<file path="src/rtl/core/jcdr_pkg.sv">
// jcdr_pkg: widths, codes, payload and control types for the joystick
// calibration and deadband remap block
// depends on nothing; every file of the block imports it
`default_nettype none

package jcdr_pkg;

    // field widths
    localparam int SAMPLE_BITS = 16;
    localparam int CMD_W       = 16;
    localparam int SCALE_W     = 15;
    localparam int CFG_IDX_W   = 2;

    // remap arithmetic: eight times a sample plus a range, the product
    // with a scale, and the clamped quotient width
    localparam int DIFF_W = SAMPLE_BITS + 6;
    localparam int PROD_W = DIFF_W + SCALE_W + 1;
    localparam int QUO_W  = 18;
    localparam int CNT_W  = $clog2(QUO_W);

    // register indexes
    localparam logic [CFG_IDX_W-1:0] REG_LINEAR_SCALE  = 2'd0;
    localparam logic [CFG_IDX_W-1:0] REG_ANGULAR_SCALE = 2'd1;
    localparam logic [CFG_IDX_W-1:0] REG_REQUIRE_CAL   = 2'd2;

    // input word kinds
    localparam logic MODE_SAMPLE = 1'b0;
    localparam logic MODE_TICK   = 1'b1;

    // reset values
    localparam logic [SCALE_W-1:0] LINEAR_SCALE_RST  = 15'd9830;
    localparam logic [SCALE_W-1:0] ANGULAR_SCALE_RST = 15'd29491;
    localparam logic signed [SAMPLE_BITS-1:0] AXIS_LOW_RST    = SAMPLE_BITS'(-32767);
    localparam logic signed [SAMPLE_BITS-1:0] AXIS_HIGH_RST   = SAMPLE_BITS'(32767);
    localparam logic signed [SAMPLE_BITS-1:0] AXIS_CENTRE_RST = SAMPLE_BITS'(16384);

    typedef struct packed {
        logic                          mode;
        logic signed [SAMPLE_BITS-1:0] linear_axis;
        logic signed [SAMPLE_BITS-1:0] angular_axis;
        logic                          button_a;
        logic                          button_b;
        logic                          button_c;
        logic                          deadman_button;
    } jcdr_in_t;

    typedef struct packed {
        logic signed [CMD_W-1:0] linear_command;
        logic signed [CMD_W-1:0] angular_command;
    } jcdr_out_t;

    typedef enum logic [2:0] {
        ST_IDLE,
        ST_PREP,
        ST_MULT,
        ST_LOAD,
        ST_WAIT,
        ST_WRITE
    } jcdr_state_t;

    typedef enum logic {
        AXIS_ANG,
        AXIS_LIN
    } jcdr_axis_t;

    typedef enum logic [1:0] {
        ZONE_NONE,
        ZONE_ABOVE,
        ZONE_BELOW
    } jcdr_zone_t;

    // controller to datapath
    typedef struct packed {
        logic       accept;
        logic       prep;
        logic       mult;
        logic       load;
        logic       write;
        jcdr_axis_t axis;
    } jcdr_cmd_t;

    // datapath to controller
    typedef struct packed {
        logic compute_req;
        logic out_stall;
    } jcdr_status_t;

    // divider to controller
    typedef struct packed {
        logic busy;
        logic done;
    } jcdr_div_status_t;

endpackage

`default_nettype wire

</file>
<file path="src/rtl/core/jcdr_div.sv">
// jcdr_div: restoring divider, one quotient bit a cycle, with an overflow
// flag for quotients too wide to matter after clamping
// depends on jcdr_pkg
`default_nettype none

module jcdr_div (
    input  wire logic                          aclk,
    input  wire logic                          aresetn,
    input  wire logic                          start,
    input  wire logic [jcdr_pkg::PROD_W-1:0]   mag,
    input  wire logic [jcdr_pkg::DIFF_W-1:0]   den,
    output logic      [jcdr_pkg::QUO_W-1:0]    q,
    output logic                               ovf,
    output jcdr_pkg::jcdr_div_status_t         status
);
    import jcdr_pkg::*;

    logic               busy_reg, busy_next;
    logic [CNT_W-1:0]   cnt_reg, cnt_next;
    logic [DIFF_W:0]    rem_reg, rem_next;
    logic [QUO_W-1:0]   num_reg, num_next;
    logic [QUO_W-1:0]   q_reg, q_next;
    logic               ovf_reg, ovf_next;
    logic [DIFF_W:0]    trial;
    logic [DIFF_W:0]    den_ext;
    logic               ge;

    // one step of the shift and subtract
    always_comb begin
        den_ext = {1'b0, den};
        trial   = {rem_reg[DIFF_W-1:0], num_reg[QUO_W-1]};
        ge      = trial >= den_ext;
    end

    always_comb begin
        busy_next = busy_reg;
        cnt_next  = cnt_reg;
        rem_next  = rem_reg;
        num_next  = num_reg;
        q_next    = q_reg;
        ovf_next  = ovf_reg;
        if (start) begin
            busy_next = 1'b1;
            cnt_next  = CNT_W'(QUO_W - 1);
            rem_next  = (DIFF_W + 1)'(mag[PROD_W-1:QUO_W]);
            num_next  = mag[QUO_W-1:0];
            q_next    = '0;
            ovf_next  = (DIFF_W + QUO_W)'(mag) >= {den, {QUO_W{1'b0}}};
        end else if (busy_reg) begin
            rem_next = ge ? (trial - den_ext) : trial;
            q_next   = {q_reg[QUO_W-2:0], ge};
            num_next = num_reg << 1;
            cnt_next = cnt_reg - CNT_W'(1);
            if (cnt_reg == '0) begin
                busy_next = 1'b0;
            end
        end
    end

    always_ff @(posedge aclk) begin
        if (!aresetn) begin
            busy_reg <= 1'b0;
        end else begin
            busy_reg <= busy_next;
        end
        cnt_reg <= cnt_next;
        rem_reg <= rem_next;
        num_reg <= num_next;
        q_reg   <= q_next;
        ovf_reg <= ovf_next;
    end

    assign q           = q_reg;
    assign ovf         = ovf_reg;
    assign status.busy = busy_reg;
    assign status.done = busy_reg && (cnt_reg == '0);

endmodule

`default_nettype wire

</file>
<file path="src/rtl/core/jcdr_ctrl.sv">
// jcdr_ctrl: sequencer that accepts words and steps each axis through
// band test, multiply, divide and write-back
// depends on jcdr_pkg
`default_nettype none

module jcdr_ctrl (
    input  wire logic                       aclk,
    input  wire logic                       aresetn,
    input  wire logic                       s_valid,
    input  wire logic                       s_mode,
    output logic                            s_ready,
    input  wire jcdr_pkg::jcdr_status_t     status,
    input  wire jcdr_pkg::jcdr_div_status_t div_status,
    output jcdr_pkg::jcdr_cmd_t             cmd
);
    import jcdr_pkg::*;

    jcdr_state_t state_reg, state_next;
    jcdr_axis_t  axis_reg, axis_next;

    always_ff @(posedge aclk) begin
        if (!aresetn) begin
            state_reg <= ST_IDLE;
            axis_reg  <= AXIS_ANG;
        end else begin
            state_reg <= state_next;
            axis_reg  <= axis_next;
        end
    end

    // next state and commands
    always_comb begin
        state_next = state_reg;
        axis_next  = axis_reg;
        cmd        = '0;
        cmd.axis   = axis_reg;
        s_ready    = 1'b0;
        case (state_reg)
            ST_IDLE: begin
                // a sample never produces a word, so only a tick waits on the output
                s_ready    = (s_mode == MODE_SAMPLE) || !status.out_stall;
                cmd.accept = s_valid && s_ready;
                if (cmd.accept && (s_mode == MODE_SAMPLE) && status.compute_req) begin
                    state_next = ST_PREP;
                    axis_next  = AXIS_ANG;
                end
            end
            ST_PREP: begin
                cmd.prep   = 1'b1;
                state_next = ST_MULT;
            end
            ST_MULT: begin
                cmd.mult   = 1'b1;
                state_next = ST_LOAD;
            end
            ST_LOAD: begin
                cmd.load   = 1'b1;
                state_next = ST_WAIT;
            end
            ST_WAIT: begin
                if (div_status.done) begin
                    state_next = ST_WRITE;
                end
            end
            ST_WRITE: begin
                cmd.write = 1'b1;
                if (axis_reg == AXIS_ANG) begin
                    axis_next  = AXIS_LIN;
                    state_next = ST_PREP;
                end else begin
                    state_next = ST_IDLE;
                end
            end
            default: begin
                state_next = ST_IDLE;
            end
        endcase
    end

endmodule

`default_nettype wire

</file>
<file path="src/rtl/core/jcdr_dp.sv">
// jcdr_dp: calibration state, band test, multiply, command clamp,
// scale registers and the output word register
// depends on jcdr_pkg; the quotient comes from jcdr_div
`default_nettype none

module jcdr_dp (
    input  wire logic                              aclk,
    input  wire logic                              aresetn,
    input  wire jcdr_pkg::jcdr_in_t                s_data,
    input  wire jcdr_pkg::jcdr_cmd_t               cmd,
    output jcdr_pkg::jcdr_status_t                 status,
    input  wire logic                              cfg_we,
    input  wire logic [jcdr_pkg::CFG_IDX_W-1:0]    cfg_index,
    input  wire logic [jcdr_pkg::SCALE_W-1:0]      cfg_wdata,
    input  wire logic [jcdr_pkg::QUO_W-1:0]        div_q,
    input  wire logic                              div_ovf,
    output logic      [jcdr_pkg::PROD_W-1:0]       div_mag,
    output logic      [jcdr_pkg::DIFF_W-1:0]       div_den,
    output logic                                   m_valid,
    input  wire logic                              m_ready,
    output jcdr_pkg::jcdr_out_t                    m_data
);
    import jcdr_pkg::*;

    typedef logic signed [SAMPLE_BITS-1:0] sample_t;
    typedef logic signed [DIFF_W-1:0]      diff_t;

    // configuration and flags
    logic [SCALE_W-1:0] lin_scale_reg, lin_scale_next;
    logic [SCALE_W-1:0] ang_scale_reg, ang_scale_next;
    logic               is_cal_reg, is_cal_next;
    logic               enable_held_reg, enable_held_next;
    logic               zero_sent_reg, zero_sent_next;

    // calibration state
    sample_t lin_low_reg, lin_low_next, lin_high_reg, lin_high_next;
    sample_t ang_low_reg, ang_low_next, ang_high_reg, ang_high_next;
    sample_t lin_centre_reg, lin_centre_next, ang_centre_reg, ang_centre_next;
    logic signed [CMD_W-1:0] last_lin_reg, last_lin_next, last_ang_reg, last_ang_next;

    // per-axis working registers
    sample_t             lin_x_reg, lin_x_next, ang_x_reg, ang_x_next;
    jcdr_zone_t          zone_reg, zone_next;
    diff_t               den_reg, den_next;
    diff_t               num_reg, num_next;
    logic [PROD_W-1:0]   mag_reg, mag_next;
    logic                neg_reg, neg_next;
    logic                den_pos_reg, den_pos_next;

    // output word register
    logic       m_valid_reg, m_valid_next;
    jcdr_out_t  m_data_reg, m_data_next;

    // combinational terms
    logic                    widen, capture, cal_after;
    sample_t                 sel_x, sel_lo, sel_hi, sel_c;
    logic [SCALE_W-1:0]      sel_scale;
    diff_t                   x8, lo8, hi8, c8, r;
    logic                    above, below;
    logic signed [PROD_W-1:0] prod;
    logic signed [CMD_W-1:0] scale_s;
    logic [QUO_W:0]          two_scale;
    logic                    over_above, over_below;
    logic signed [QUO_W:0]   q_less_scale;
    logic signed [CMD_W-1:0] cmd_val;

    // button decode
    always_comb begin
        widen     = !is_cal_reg && s_data.button_a && s_data.button_b && s_data.button_c;
        capture   = !is_cal_reg && s_data.button_a && !s_data.button_b && s_data.button_c;
        cal_after = is_cal_reg || capture;
        status.compute_req = cal_after;
        status.out_stall   = m_valid_reg && !m_ready;
    end

    // axis selection
    always_comb begin
        if (cmd.axis == AXIS_ANG) begin
            sel_x     = ang_x_reg;
            sel_lo    = ang_low_reg;
            sel_hi    = ang_high_reg;
            sel_c     = ang_centre_reg;
            sel_scale = ang_scale_reg;
        end else begin
            sel_x     = lin_x_reg;
            sel_lo    = lin_low_reg;
            sel_hi    = lin_high_reg;
            sel_c     = lin_centre_reg;
            sel_scale = lin_scale_reg;
        end
    end

    // band test on eight times the values; below wins when both hold
    always_comb begin
        x8    = DIFF_W'(sel_x) <<< 3;
        lo8   = DIFF_W'(sel_lo) <<< 3;
        hi8   = DIFF_W'(sel_hi) <<< 3;
        c8    = DIFF_W'(sel_c) <<< 3;
        r     = DIFF_W'(sel_hi) - DIFF_W'(sel_lo);
        above = x8 >= (c8 + r);
        below = x8 <= (c8 - r);
    end

    // product of numerator and scale
    always_comb begin
        prod = num_reg * $signed({1'b0, sel_scale});
    end

    // clamp the quotient into a command
    always_comb begin
        scale_s      = $signed(CMD_W'(sel_scale));
        two_scale    = (QUO_W + 1)'({sel_scale, 1'b0});
        over_above   = div_ovf || (div_q > QUO_W'(sel_scale));
        over_below   = div_ovf || ({1'b0, div_q} >= two_scale);
        q_less_scale = $signed({1'b0, div_q}) - $signed((QUO_W + 1)'(sel_scale));
        case (zone_reg)
            ZONE_ABOVE: begin
                if (!den_pos_reg) begin
                    cmd_val = '0;
                end else if (over_above) begin
                    cmd_val = scale_s;
                end else begin
                    cmd_val = $signed(CMD_W'(div_q));
                end
            end
            ZONE_BELOW: begin
                if (!den_pos_reg) begin
                    cmd_val = '0;
                end else if (neg_reg) begin
                    // negative numerator: floor lands below minus scale
                    cmd_val = -scale_s;
                end else if (over_below) begin
                    cmd_val = scale_s;
                end else begin
                    cmd_val = CMD_W'(q_less_scale);
                end
            end
            default: begin
                cmd_val = '0;
            end
        endcase
    end

    // next values
    always_comb begin
        lin_scale_next   = lin_scale_reg;
        ang_scale_next   = ang_scale_reg;
        is_cal_next      = is_cal_reg;
        enable_held_next = enable_held_reg;
        zero_sent_next   = zero_sent_reg;
        lin_low_next     = lin_low_reg;
        lin_high_next    = lin_high_reg;
        ang_low_next     = ang_low_reg;
        ang_high_next    = ang_high_reg;
        lin_centre_next  = lin_centre_reg;
        ang_centre_next  = ang_centre_reg;
        last_lin_next    = last_lin_reg;
        last_ang_next    = last_ang_reg;
        lin_x_next       = lin_x_reg;
        ang_x_next       = ang_x_reg;
        zone_next        = zone_reg;
        den_next         = den_reg;
        num_next         = num_reg;
        mag_next         = mag_reg;
        neg_next         = neg_reg;
        den_pos_next     = den_pos_reg;
        m_valid_next     = m_valid_reg;
        m_data_next      = m_data_reg;

        // output word taken
        if (m_valid_reg && m_ready) begin
            m_valid_next = 1'b0;
        end

        if (cmd.accept) begin
            if (s_data.mode == MODE_TICK) begin
                // republish while deadman held, otherwise one zero word
                if (enable_held_reg) begin
                    m_data_next.linear_command  = last_lin_reg;
                    m_data_next.angular_command = last_ang_reg;
                    m_valid_next   = 1'b1;
                    zero_sent_next = 1'b0;
                end else if (!zero_sent_reg) begin
                    m_data_next    = '0;
                    m_valid_next   = 1'b1;
                    zero_sent_next = 1'b1;
                end
            end else begin
                if (widen) begin
                    if (s_data.linear_axis > lin_high_reg) lin_high_next = s_data.linear_axis;
                    if (s_data.linear_axis < lin_low_reg) lin_low_next = s_data.linear_axis;
                    if (s_data.angular_axis > ang_high_reg) ang_high_next = s_data.angular_axis;
                    if (s_data.angular_axis < ang_low_reg) ang_low_next = s_data.angular_axis;
                end else if (capture) begin
                    lin_centre_next = s_data.linear_axis;
                    ang_centre_next = s_data.angular_axis;
                    is_cal_next     = 1'b1;
                end
                enable_held_next = s_data.deadman_button && cal_after;
                lin_x_next       = s_data.linear_axis;
                ang_x_next       = s_data.angular_axis;
            end
        end

        // band test and remap terms
        if (cmd.prep) begin
            if (below) begin
                zone_next = ZONE_BELOW;
                den_next  = c8 - r - lo8;
                num_next  = x8 - lo8;
            end else if (above) begin
                zone_next = ZONE_ABOVE;
                den_next  = hi8 - c8 - r;
                num_next  = x8 - c8 - r;
            end else begin
                zone_next = ZONE_NONE;
                den_next  = '0;
                num_next  = '0;
            end
        end

        // magnitude and sign of the product
        if (cmd.mult) begin
            neg_next     = prod[PROD_W-1];
            mag_next     = prod[PROD_W-1] ? PROD_W'(-prod) : PROD_W'(prod);
            den_pos_next = den_reg > $signed(DIFF_W'(0));
        end

        if (cmd.write) begin
            if (cmd.axis == AXIS_ANG) begin
                last_ang_next = cmd_val;
            end else begin
                last_lin_next = cmd_val;
            end
        end

        // register writes
        if (cfg_we) begin
            case (cfg_index)
                REG_LINEAR_SCALE:  lin_scale_next = cfg_wdata;
                REG_ANGULAR_SCALE: ang_scale_next = cfg_wdata;
                REG_REQUIRE_CAL:   is_cal_next    = !cfg_wdata[0];
                default: begin
                end
            endcase
        end
    end

    always_ff @(posedge aclk) begin
        if (!aresetn) begin
            lin_scale_reg   <= LINEAR_SCALE_RST;
            ang_scale_reg   <= ANGULAR_SCALE_RST;
            is_cal_reg      <= 1'b1;
            enable_held_reg <= 1'b0;
            zero_sent_reg   <= 1'b0;
            lin_low_reg     <= AXIS_LOW_RST;
            lin_high_reg    <= AXIS_HIGH_RST;
            ang_low_reg     <= AXIS_LOW_RST;
            ang_high_reg    <= AXIS_HIGH_RST;
            lin_centre_reg  <= AXIS_CENTRE_RST;
            ang_centre_reg  <= AXIS_CENTRE_RST;
            last_lin_reg    <= '0;
            last_ang_reg    <= '0;
            m_valid_reg     <= 1'b0;
        end else begin
            lin_scale_reg   <= lin_scale_next;
            ang_scale_reg   <= ang_scale_next;
            is_cal_reg      <= is_cal_next;
            enable_held_reg <= enable_held_next;
            zero_sent_reg   <= zero_sent_next;
            lin_low_reg     <= lin_low_next;
            lin_high_reg    <= lin_high_next;
            ang_low_reg     <= ang_low_next;
            ang_high_reg    <= ang_high_next;
            lin_centre_reg  <= lin_centre_next;
            ang_centre_reg  <= ang_centre_next;
            last_lin_reg    <= last_lin_next;
            last_ang_reg    <= last_ang_next;
            m_valid_reg     <= m_valid_next;
        end
        lin_x_reg   <= lin_x_next;
        ang_x_reg   <= ang_x_next;
        zone_reg    <= zone_next;
        den_reg     <= den_next;
        num_reg     <= num_next;
        mag_reg     <= mag_next;
        neg_reg     <= neg_next;
        den_pos_reg <= den_pos_next;
        m_data_reg  <= m_data_next;
    end

    assign div_mag = mag_reg;
    assign div_den = den_reg[DIFF_W-1:0];
    assign m_valid = m_valid_reg;
    assign m_data  = m_data_reg;

endmodule

`default_nettype wire

</file>
<file path="src/rtl/core/joystick_calibrate_deadband_remap.sv">
// joystick_calibrate_deadband_remap: two-axis joystick calibration, deadband
// and linear remap to velocity commands
// depends on jcdr_pkg, jcdr_ctrl, jcdr_dp and jcdr_div
//
// The input channel (s_valid/s_ready/s_data) carries either a joystick sample
// with its buttons or a publish tick, chosen by s_data.mode. The result channel
// (m_valid/m_ready/m_data) carries a linear and an angular command, at most
// one word per tick and none per sample. Scales and the calibration request
// are set through cfg_we/cfg_index/cfg_wdata while the block is idle; the user
// must keep to this, since the block itself does not enforce it. A tick is
// answered from the output register in the cycle after acceptance and the
// block is ready again at once. A calibrated sample keeps the block busy
// after acceptance: per axis a band test, a multiply, a load of the shared
// divider, 18 divider steps (one quotient bit a cycle) and a write-back; an
// uncalibrated sample is done on acceptance.
// While a word waits on m_ready, samples are still taken but a tick is held
// off. Reset (aresetn low, synchronous) restores the default scales, the
// default calibration and an empty output register; no clearing pass.
`default_nettype none

module joystick_calibrate_deadband_remap (
    input  wire logic                              aclk,
    input  wire logic                              aresetn,
    input  wire logic                              s_valid,
    output logic                                   s_ready,
    input  wire jcdr_pkg::jcdr_in_t                s_data,
    output logic                                   m_valid,
    input  wire logic                              m_ready,
    output jcdr_pkg::jcdr_out_t                    m_data,
    input  wire logic                              cfg_we,
    input  wire logic [jcdr_pkg::CFG_IDX_W-1:0]    cfg_index,
    input  wire logic [jcdr_pkg::SCALE_W-1:0]      cfg_wdata
);
    import jcdr_pkg::*;

    jcdr_cmd_t           cmd;
    jcdr_status_t        status;
    jcdr_div_status_t    div_status;
    logic [QUO_W-1:0]    div_q;
    logic                div_ovf;
    logic [PROD_W-1:0]   div_mag;
    logic [DIFF_W-1:0]   div_den;

    // sequencer
    jcdr_ctrl u_ctrl (
        .aclk       (aclk),
        .aresetn    (aresetn),
        .s_valid    (s_valid),
        .s_mode     (s_data.mode),
        .s_ready    (s_ready),
        .status     (status),
        .div_status (div_status),
        .cmd        (cmd)
    );

    // calibration state and remap arithmetic
    jcdr_dp u_dp (
        .aclk      (aclk),
        .aresetn   (aresetn),
        .s_data    (s_data),
        .cmd       (cmd),
        .status    (status),
        .cfg_we    (cfg_we),
        .cfg_index (cfg_index),
        .cfg_wdata (cfg_wdata),
        .div_q     (div_q),
        .div_ovf   (div_ovf),
        .div_mag   (div_mag),
        .div_den   (div_den),
        .m_valid   (m_valid),
        .m_ready   (m_ready),
        .m_data    (m_data)
    );

    // shared divider
    jcdr_div u_div (
        .aclk    (aclk),
        .aresetn (aresetn),
        .start   (cmd.load),
        .mag     (div_mag),
        .den     (div_den),
        .q       (div_q),
        .ovf     (div_ovf),
        .status  (div_status)
    );

`ifndef SYNTH
    a_load_when_free: assert property (@(posedge aclk) disable iff (!aresetn)
        cmd.load |-> !div_status.busy)
        else $error("divider started while still busy");

    a_done_then_write: assert property (@(posedge aclk) disable iff (!aresetn)
        div_status.done |=> cmd.write)
        else $error("quotient finished but not written back");

    a_ready_divider_idle: assert property (@(posedge aclk) disable iff (!aresetn)
        s_ready |-> !div_status.busy)
        else $error("input ready while a division runs");

    a_tick_has_room: assert property (@(posedge aclk) disable iff (!aresetn)
        (s_valid && s_ready && (s_data.mode == MODE_TICK)) |-> (!m_valid || m_ready))
        else $error("tick taken while output word is stalled");
`endif

endmodule

`default_nettype wire

</file>
<file path="config.mk">
export PLATFORM = sky130hd
export DESIGN_NAME = joystick_calibrate_deadband_remap
export DESIGN_NICKNAME = d
export VERILOG_FILES = /design/src/rtl/core/jcdr_pkg.sv /design/src/rtl/core/jcdr_div.sv /design/src/rtl/core/jcdr_ctrl.sv /design/src/rtl/core/jcdr_dp.sv /design/src/rtl/core/joystick_calibrate_deadband_remap.sv
export SDC_FILE = /design/constraint.sdc
export NUM_CORES = 2
export LEC_CHECK = 0
export ABC_AREA = 1
export BUFFER_PORTS_ARGS = -buffer_cell sky130_fd_sc_hd__buf_2
export CELL_PAD_IN_SITES_DETAIL_PLACEMENT = 0
export CELL_PAD_IN_SITES_GLOBAL_PLACEMENT = 1
export CORE_ASPECT_RATIO = 0.6
export CORE_MARGIN = 2
export CORE_UTILIZATION = 52
export CTS_CLUSTER_SIZE = 20
export DETAILED_ROUTE_END_ITERATION = 12
export GPL_TIMING_DRIVEN = 0
export PLACE_DENSITY_LB_ADDON = 0.08
export SYNTH_ARGS = -nofsm -noshare
export SYNTH_HDL_FRONTEND = slang
export SYNTH_SLANG_ARGS = --single-unit
export TNS_END_PERCENT = 1
</file>
<file path="constraint.sdc">
create_clock -name aclk -period 21 [get_ports aclk]
set_clock_uncertainty 0.1 [all_clocks]
set_input_delay 1.05 -clock aclk [delete_from_list [all_inputs] [get_ports aclk]]
set_output_delay 1.05 -clock aclk [all_outputs]
set_load 0.01 [all_outputs]
</file>
# Word-level counts from Yosys, hierarchy flattened
# Cells that the tools add are included.
# W data, S select, Z words.
dict set report op_classes {
  addsub 14
  n_mul 1
  order_cmp 11
  n_eq_ne 12
  muxes 51
  bitwise 3
  n_reduce_logical 40
}
# cell n
set ops {}
lappend ops {{$mux W16} 9}
lappend ops {{$mux W22} 5}
lappend ops {{$mux W32} 2}
lappend ops {{$sub A19 B19 Y20} 3}
lappend ops {{$sub A20 B17 Y21} 2}
lappend ops {{$ge A38 B40 Y1} 1}
lappend ops {{$mux W20} 2}
lappend ops {{$mul A22 B16 Y38} 1}
lappend ops {{$neg A38 Y38} 1}
lappend ops {{$mux W37} 1}
lappend ops {{$mux W18} 2}
lappend ops {{$gt A16 B16 Y1} 2}
lappend ops {{$lt A16 B16 Y1} 2}
lappend ops {{$pmux W16 S2} 1}
lappend ops {{$mux W1} 24}
lappend ops {{$ge A23 B22 Y1} 1}
lappend ops {{$ge A19 B22 Y1} 1}
lappend ops {{$gt A22 B1 Y1 const B} 1}
lappend ops {{$le A19 B22 Y1} 1}
lappend ops {{$sub A22 B19 Y22} 1}
lappend ops {{$sub A22 B22 Y22} 1}
lappend ops {{$add A19 B17 Y20} 1}
lappend ops {{$reduce_and A4 Y1} 5}
lappend ops {{$sub A19 B17 Y20} 1}
lappend ops {{other kinds (27)} 61}
dict set report word_totals {
  reg_bits 381
  in_bits 59
  wordCells 166
}

# Longest topological paths before layout
dict set report logic_depth {
  depth_word 10
  ltp_mapped 41
  depth_no_buf 38
}

# By module
# Synthesis repeated with hierarchy kept, for this count alone.
dict set report unflattened {
  cells_unflattened 5716
  hier_area_um2 42100.4
}
# module instances cells_each area_per_inst_um2 seq_area_each_um2
set by_module_without_submodules {}
lappend by_module_without_submodules {jcdr_dp 1 4943 36775.3 7687.4}
lappend by_module_without_submodules {jcdr_div 1 735 5078.6 1691.6}
lappend by_module_without_submodules {jcdr_ctrl 1 38 246.5 80.1}

# Worst setup path before layout
# OpenSTA, ideal clock, no wires.
dict set report synth_timing {
  path_kind {flip-flop to flip-flop}
  start {reg u_ctrl.axis_reg}
  end {reg u_dp.mag_reg[29] (netlist: u_dp.div_mag[29]) (data pin)}
  setup_time_ns 0.252
  t_arrival_ns 6.452
  required_ns 20.648
  setup_slack_ns 14.195
  path_stages_with_launch 34
  n_path_buf 3
  cell_sequence {dfxtp_1 > buf_2 > nand2_1 > o21ai_2 > inv_1 > clkbuf_1 > buf_1 > nand2_1 > fa_1 > fa_1 > inv_1 > fa_1 > fa_1 > fa_1 > inv_1 > fa_1 > inv_1 > ha_1 > nand2_1 > nor2_1 > nand2_1 > inv_1 > nand2_1 > and2_1 > nand3_1 > nand2_1 > nor2_1 > nand2_1 > nor2_1 > nand3_1 > nand2_1 > nand2_1 > nand2_1 > nand2_1}
}
dict set report synth_between {
  elab_chain_len 4
}
# element line_no
set synth_rtl {}
lappend synth_rtl {{from (decl)} jcdr_ctrl.sv:19} ;# jcdr_axis_t axis_reg, axis_next;
lappend synth_rtl {{from (signal assigned)} jcdr_ctrl.sv:27} ;# axis_reg <= axis_next;
lappend synth_rtl {{$mux W15 (*)} jcdr_dp.sv:78} ;# if (cmd.axis == AXIS_ANG) begin
lappend synth_rtl {{$mul A22 B16 Y38 (*)} jcdr_dp.sv:106} ;# prod = num_reg * $signed({1'b0, sel_scale});
lappend synth_rtl {{$neg A38 Y38} jcdr_dp.sv:225} ;# mag_next = prod[PROD_W-1] ? PROD_W'(-prod) : PROD_W'(prod);
lappend synth_rtl {{$mux W37 (*)} jcdr_dp.sv:225}
lappend synth_rtl {{to (signal assigned)} jcdr_dp.sv:286} ;# mag_reg <= mag_next;
lappend synth_rtl {{to (decl)} jcdr_dp.sv:46} ;# logic [PROD_W-1:0] mag_reg, mag_next;
# Mark *: on every way between the ends. The rest lies on a longest branch, timed or not.
# A chain may end at the register's enable or synchronous reset.

# Worst setup path in the final report
dict set report layout_timing {
  start {reg u_ctrl.axis_reg}
  end {reg u_dp.den_reg[21] (netlist: u_dp.div_den[21]) (data pin)}
}
dict set report layout_between {
  elab_chain_len 6
}
# element line_no
set layout_rtl {}
lappend layout_rtl {{$mux W16} jcdr_dp.sv:78}
lappend layout_rtl {{$sub A16 B16 Y17} jcdr_dp.sv:99} ;# r = DIFF_W'(sel_hi) - DIFF_W'(sel_lo);
lappend layout_rtl {{$add A19 B17 Y20} jcdr_dp.sv:100} ;# above = x8 >= (c8 + r);
lappend layout_rtl {{$ge A19 B22 Y1} jcdr_dp.sv:100}
lappend layout_rtl {{$mux W22} jcdr_dp.sv:211} ;# end else if (above) begin
lappend layout_rtl {{$mux W22 (*)} jcdr_dp.sv:207} ;# if (below) begin
lappend layout_rtl {{to (signal assigned)} jcdr_dp.sv:284} ;# den_reg <= den_next;
lappend layout_rtl {{to (decl)} jcdr_dp.sv:44} ;# diff_t den_reg, den_next;
# Marked as above.

==> metrics.md <==
| Metric | Value |
|---|---|
| CTS H-tree depth | 2 |
| Fin crit share | 0.4645 |
| Worst skew pair latency | 0.60 ns |
| CP most frequent cell | nand2_1 |
| Largest family of logic cells by synthesized area | adder cells |
| Ys async rst share | 0 |
| Synth-to-Final Area Change | 8.333% |
| Finished Layout Cells | 6806 |
| Vias/cell | about 5.5 |
| Post_cts resized | 0 |
| Adder-Cell Fraction of Synth Area | 0.2882 |
| Gr usage total | 0.3484 |
| Distinct cells, synth | 60 |
| Multi-input logic area | 0.02715 sq mm |
| Post-synth top flop | dfxtp_1 |
| Setup crit end kind | flop |
| Total negative slack | 0 ns |
| Compound-gate portion of the synthesized area | 0.1135 |
| Hold Buf Count CTS | 0 |
| Top Ports | 93 |
| Synth Warn # | 0 |
| Fraction of layout cells with a size suffix above 1 | 0.05805 |
| EDFF count, synth | 188 |
| WL per Instance | between 20 and 25 um |
| CP max stage cell | nor2_1 |
| Max-cap viol count | 0 |
| Final Hold Viols | 0 |
| Outcome | complete, no violations |
| Avg Cell Area, Syn | roughly 7.5 sq um |
| Slew @ Worst Pin | between 1 and 1.5 ns |
| CP required | ~21 ns |
| Mapped Nets | 6346 |
| Max reg flops | 38 |
| Sequential Area | approximately 0.0095 sq mm |
| Final Net Count | 6507 |
| Synth top area share | 0.1708 |
| Setup Viol. Count Final | 0 |
| Post-Syn Area | 0.04137 sq mm |
| F_max | 102.5 MHz |
| Hpwl dp | ~120 mm |
| WL final | 143.7 mm |
| Initial DRT Pass Iterations | 6 |
| Num rows | 80 |
| Initial Util | 0.5231 |
| Simple-gate share of the synthesized area | 0.2210 |
| Post-Syn Instances | 5546 |
| Post-CTS setup repair buffer count | 0 |
| Grt ovf | 0 |
| CTS tree | done |
| Port Buffers | 91 |
| Top post-synthesis cells by area | fa_1 (17%), edfxtp_1 (14%), ha_1 (12%) |
| Final Critical Period | a little under 10 ns |
| Synthesis-stage register bit count | between 300 and 400 |
| Vias in the first global route | 34890 |
| Critical path's largest stage delay | 0.93 ns |
| Post-synthesis mux area share | 0 |
| Initial antenna violation count | 7 |
| Reg clk slew, reported paths | 0.06 ns |
| Cell taking the most area after synthesis | fa_1 |
| Clock tree sinks | 380 |
| Placed Cells | 6729 |
| Largest net degree at the start of global routing | 40 |
| Xor/xnor cell area share of the yosys netlist | 0.03303 |
| Crit Path Class | flop to flop |
| Top post-synthesis cells by count | nand2_1 (1292), inv_1 (1068), nor2_1 (424), ha_1 (388), fa_1 (353) |
| Die height | 222.5 um |
| Maximum buffer depth of the clock tree | 3 |
| Number of vias in the routed layout | around 38000 |
| Root Driver | clkbuf_16 |
| Initial drt markers | 3840 |
| Most frequent cell after synthesis | nand2_1 |
| Die W | 368.1 um |
| Hold Crit Class | flop to flop |
| RSZ-0062 raised after global routing | no |
| Fillers | 7749 |
| Die area | 0.08190 sq mm |
| Final slew viol count | 0 |
| Routed Antenna Nets | 0 |
| Sequential fraction of the synthesis area | 0.2294 |
| Startpoint Class | flop |
| CTS buffer count | 40 |
| GP Congestion | 0.9907 |
| First-pass GRT wire length | 215.5 mm |
| DRC Markers | 0 |
| Crit path max fanout | 10 |
| Max-slew headroom | 0.02830 |
| Core footprint | 0.07908 sq mm |
| WP data arrival | 10.08 ns |
[worst paths after layout]
kind	slack [ns]	startpoint	endpoint	cells after the start
max reg2reg	11.25	u_ctrl.axis_reg	u_dp.div_den[21]	37
max	11.25	u_ctrl.axis_reg	u_dp.div_den[21]	37
min reg2reg	0.35	u_dp.ang_scale_reg[12]	u_dp.ang_scale_reg[12]	2
min	0.35	u_dp.ang_scale_reg[12]	u_dp.ang_scale_reg[12]	2
[critical path: cells and delay by family (launching register included)]
kind	cells	cell delay [ns]
buffers and inverters	10	2.55
AND/OR/NAND/NOR	16	3.21
flip-flops	1	0.36
AO/OA/AOI/OAI	4	1.20
adder cells (fa/ha/maj)	4	1.04
XOR/XNOR	3	1.11
[area by class of cell]
type / count / share of cell area
timing repair buffer: 119 / 0.01664
clock buffer: 49 / 0.02354
sequential: 380 / 0.2117
multi-input combinational: 3915 / 0.6058
buffer: 157 / 0.01441
clock inverter: 22 / 0.006282
inverter: 1094 / 0.09163
antenna: 4 / 0.0002234
tap: 1066 / 0.02976
[kinds of logic after synthesis]
logic type	Yosys count
AO/OA/AOI/OAI	836
XOR/XNOR	156
adder cells (fa/ha/maj)	741
buffers and inverters	1251
flip-flops	380
AND/OR/NAND/NOR	2182
[stage by stage]
| step | utilization | hold WS (ns) | area (sq um) | setup slack, ns |
|---|---|---|---|---|
| after floorplan | - | 0.3214 | 41370 | 14.20 |
| after global placement | 0.5458 | 0.3330 | 43160 | 10.71 |
| after detailed placement | 0.5495 | 0.3390 | 43450 | 11.36 |
| after CTS | 0.5664 | 0.3569 | 44790 | 11.32 |
| after global routing | 0.5666 | 0.3745 | 44810 | 10.88 |
| final | 0.5667 | 0.3550 | 44810 | 11.25 |
[cell usage in the layout (no fill, tap or decap), drive strengths merged, types with 6 or more instances in the layout]
cell type,Yosys,routed
a21boi,11,11
a21o,25,25
a21oi,304,304
a22oi,20,20
a31oi,12,12
buf,44,163
clkbuf,113,162
clkinv,12,27
dfxtp,192,192
edfxtp,188,188
fa,353,353
ha,388,388
inv,1082,1083
nand2,1312,1312
nand3,223,223
nand3b,24,24
nand4,59,59
nor2,442,442
nor3,48,48
nor4,21,21
o2111ai,6,6
o211ai,48,48
o21a,6,6
o21ai,351,351
o21bai,15,15
o221ai,7,7
o31ai,11,11
or2,41,41
xnor2,42,42
xor2,114,114
[layer usage]
layer | track usage | wire [um]
met5 | 0 | 21
met4 | 0.04740 | 1717
met3 | 0.1442 | 20790
met2 | 0.4367 | 51150
met1 | 0.5525 | 70020
Power is not shown: default switching activity piles up to over one toggle a cycle in this logic, so the estimate is an artifact.
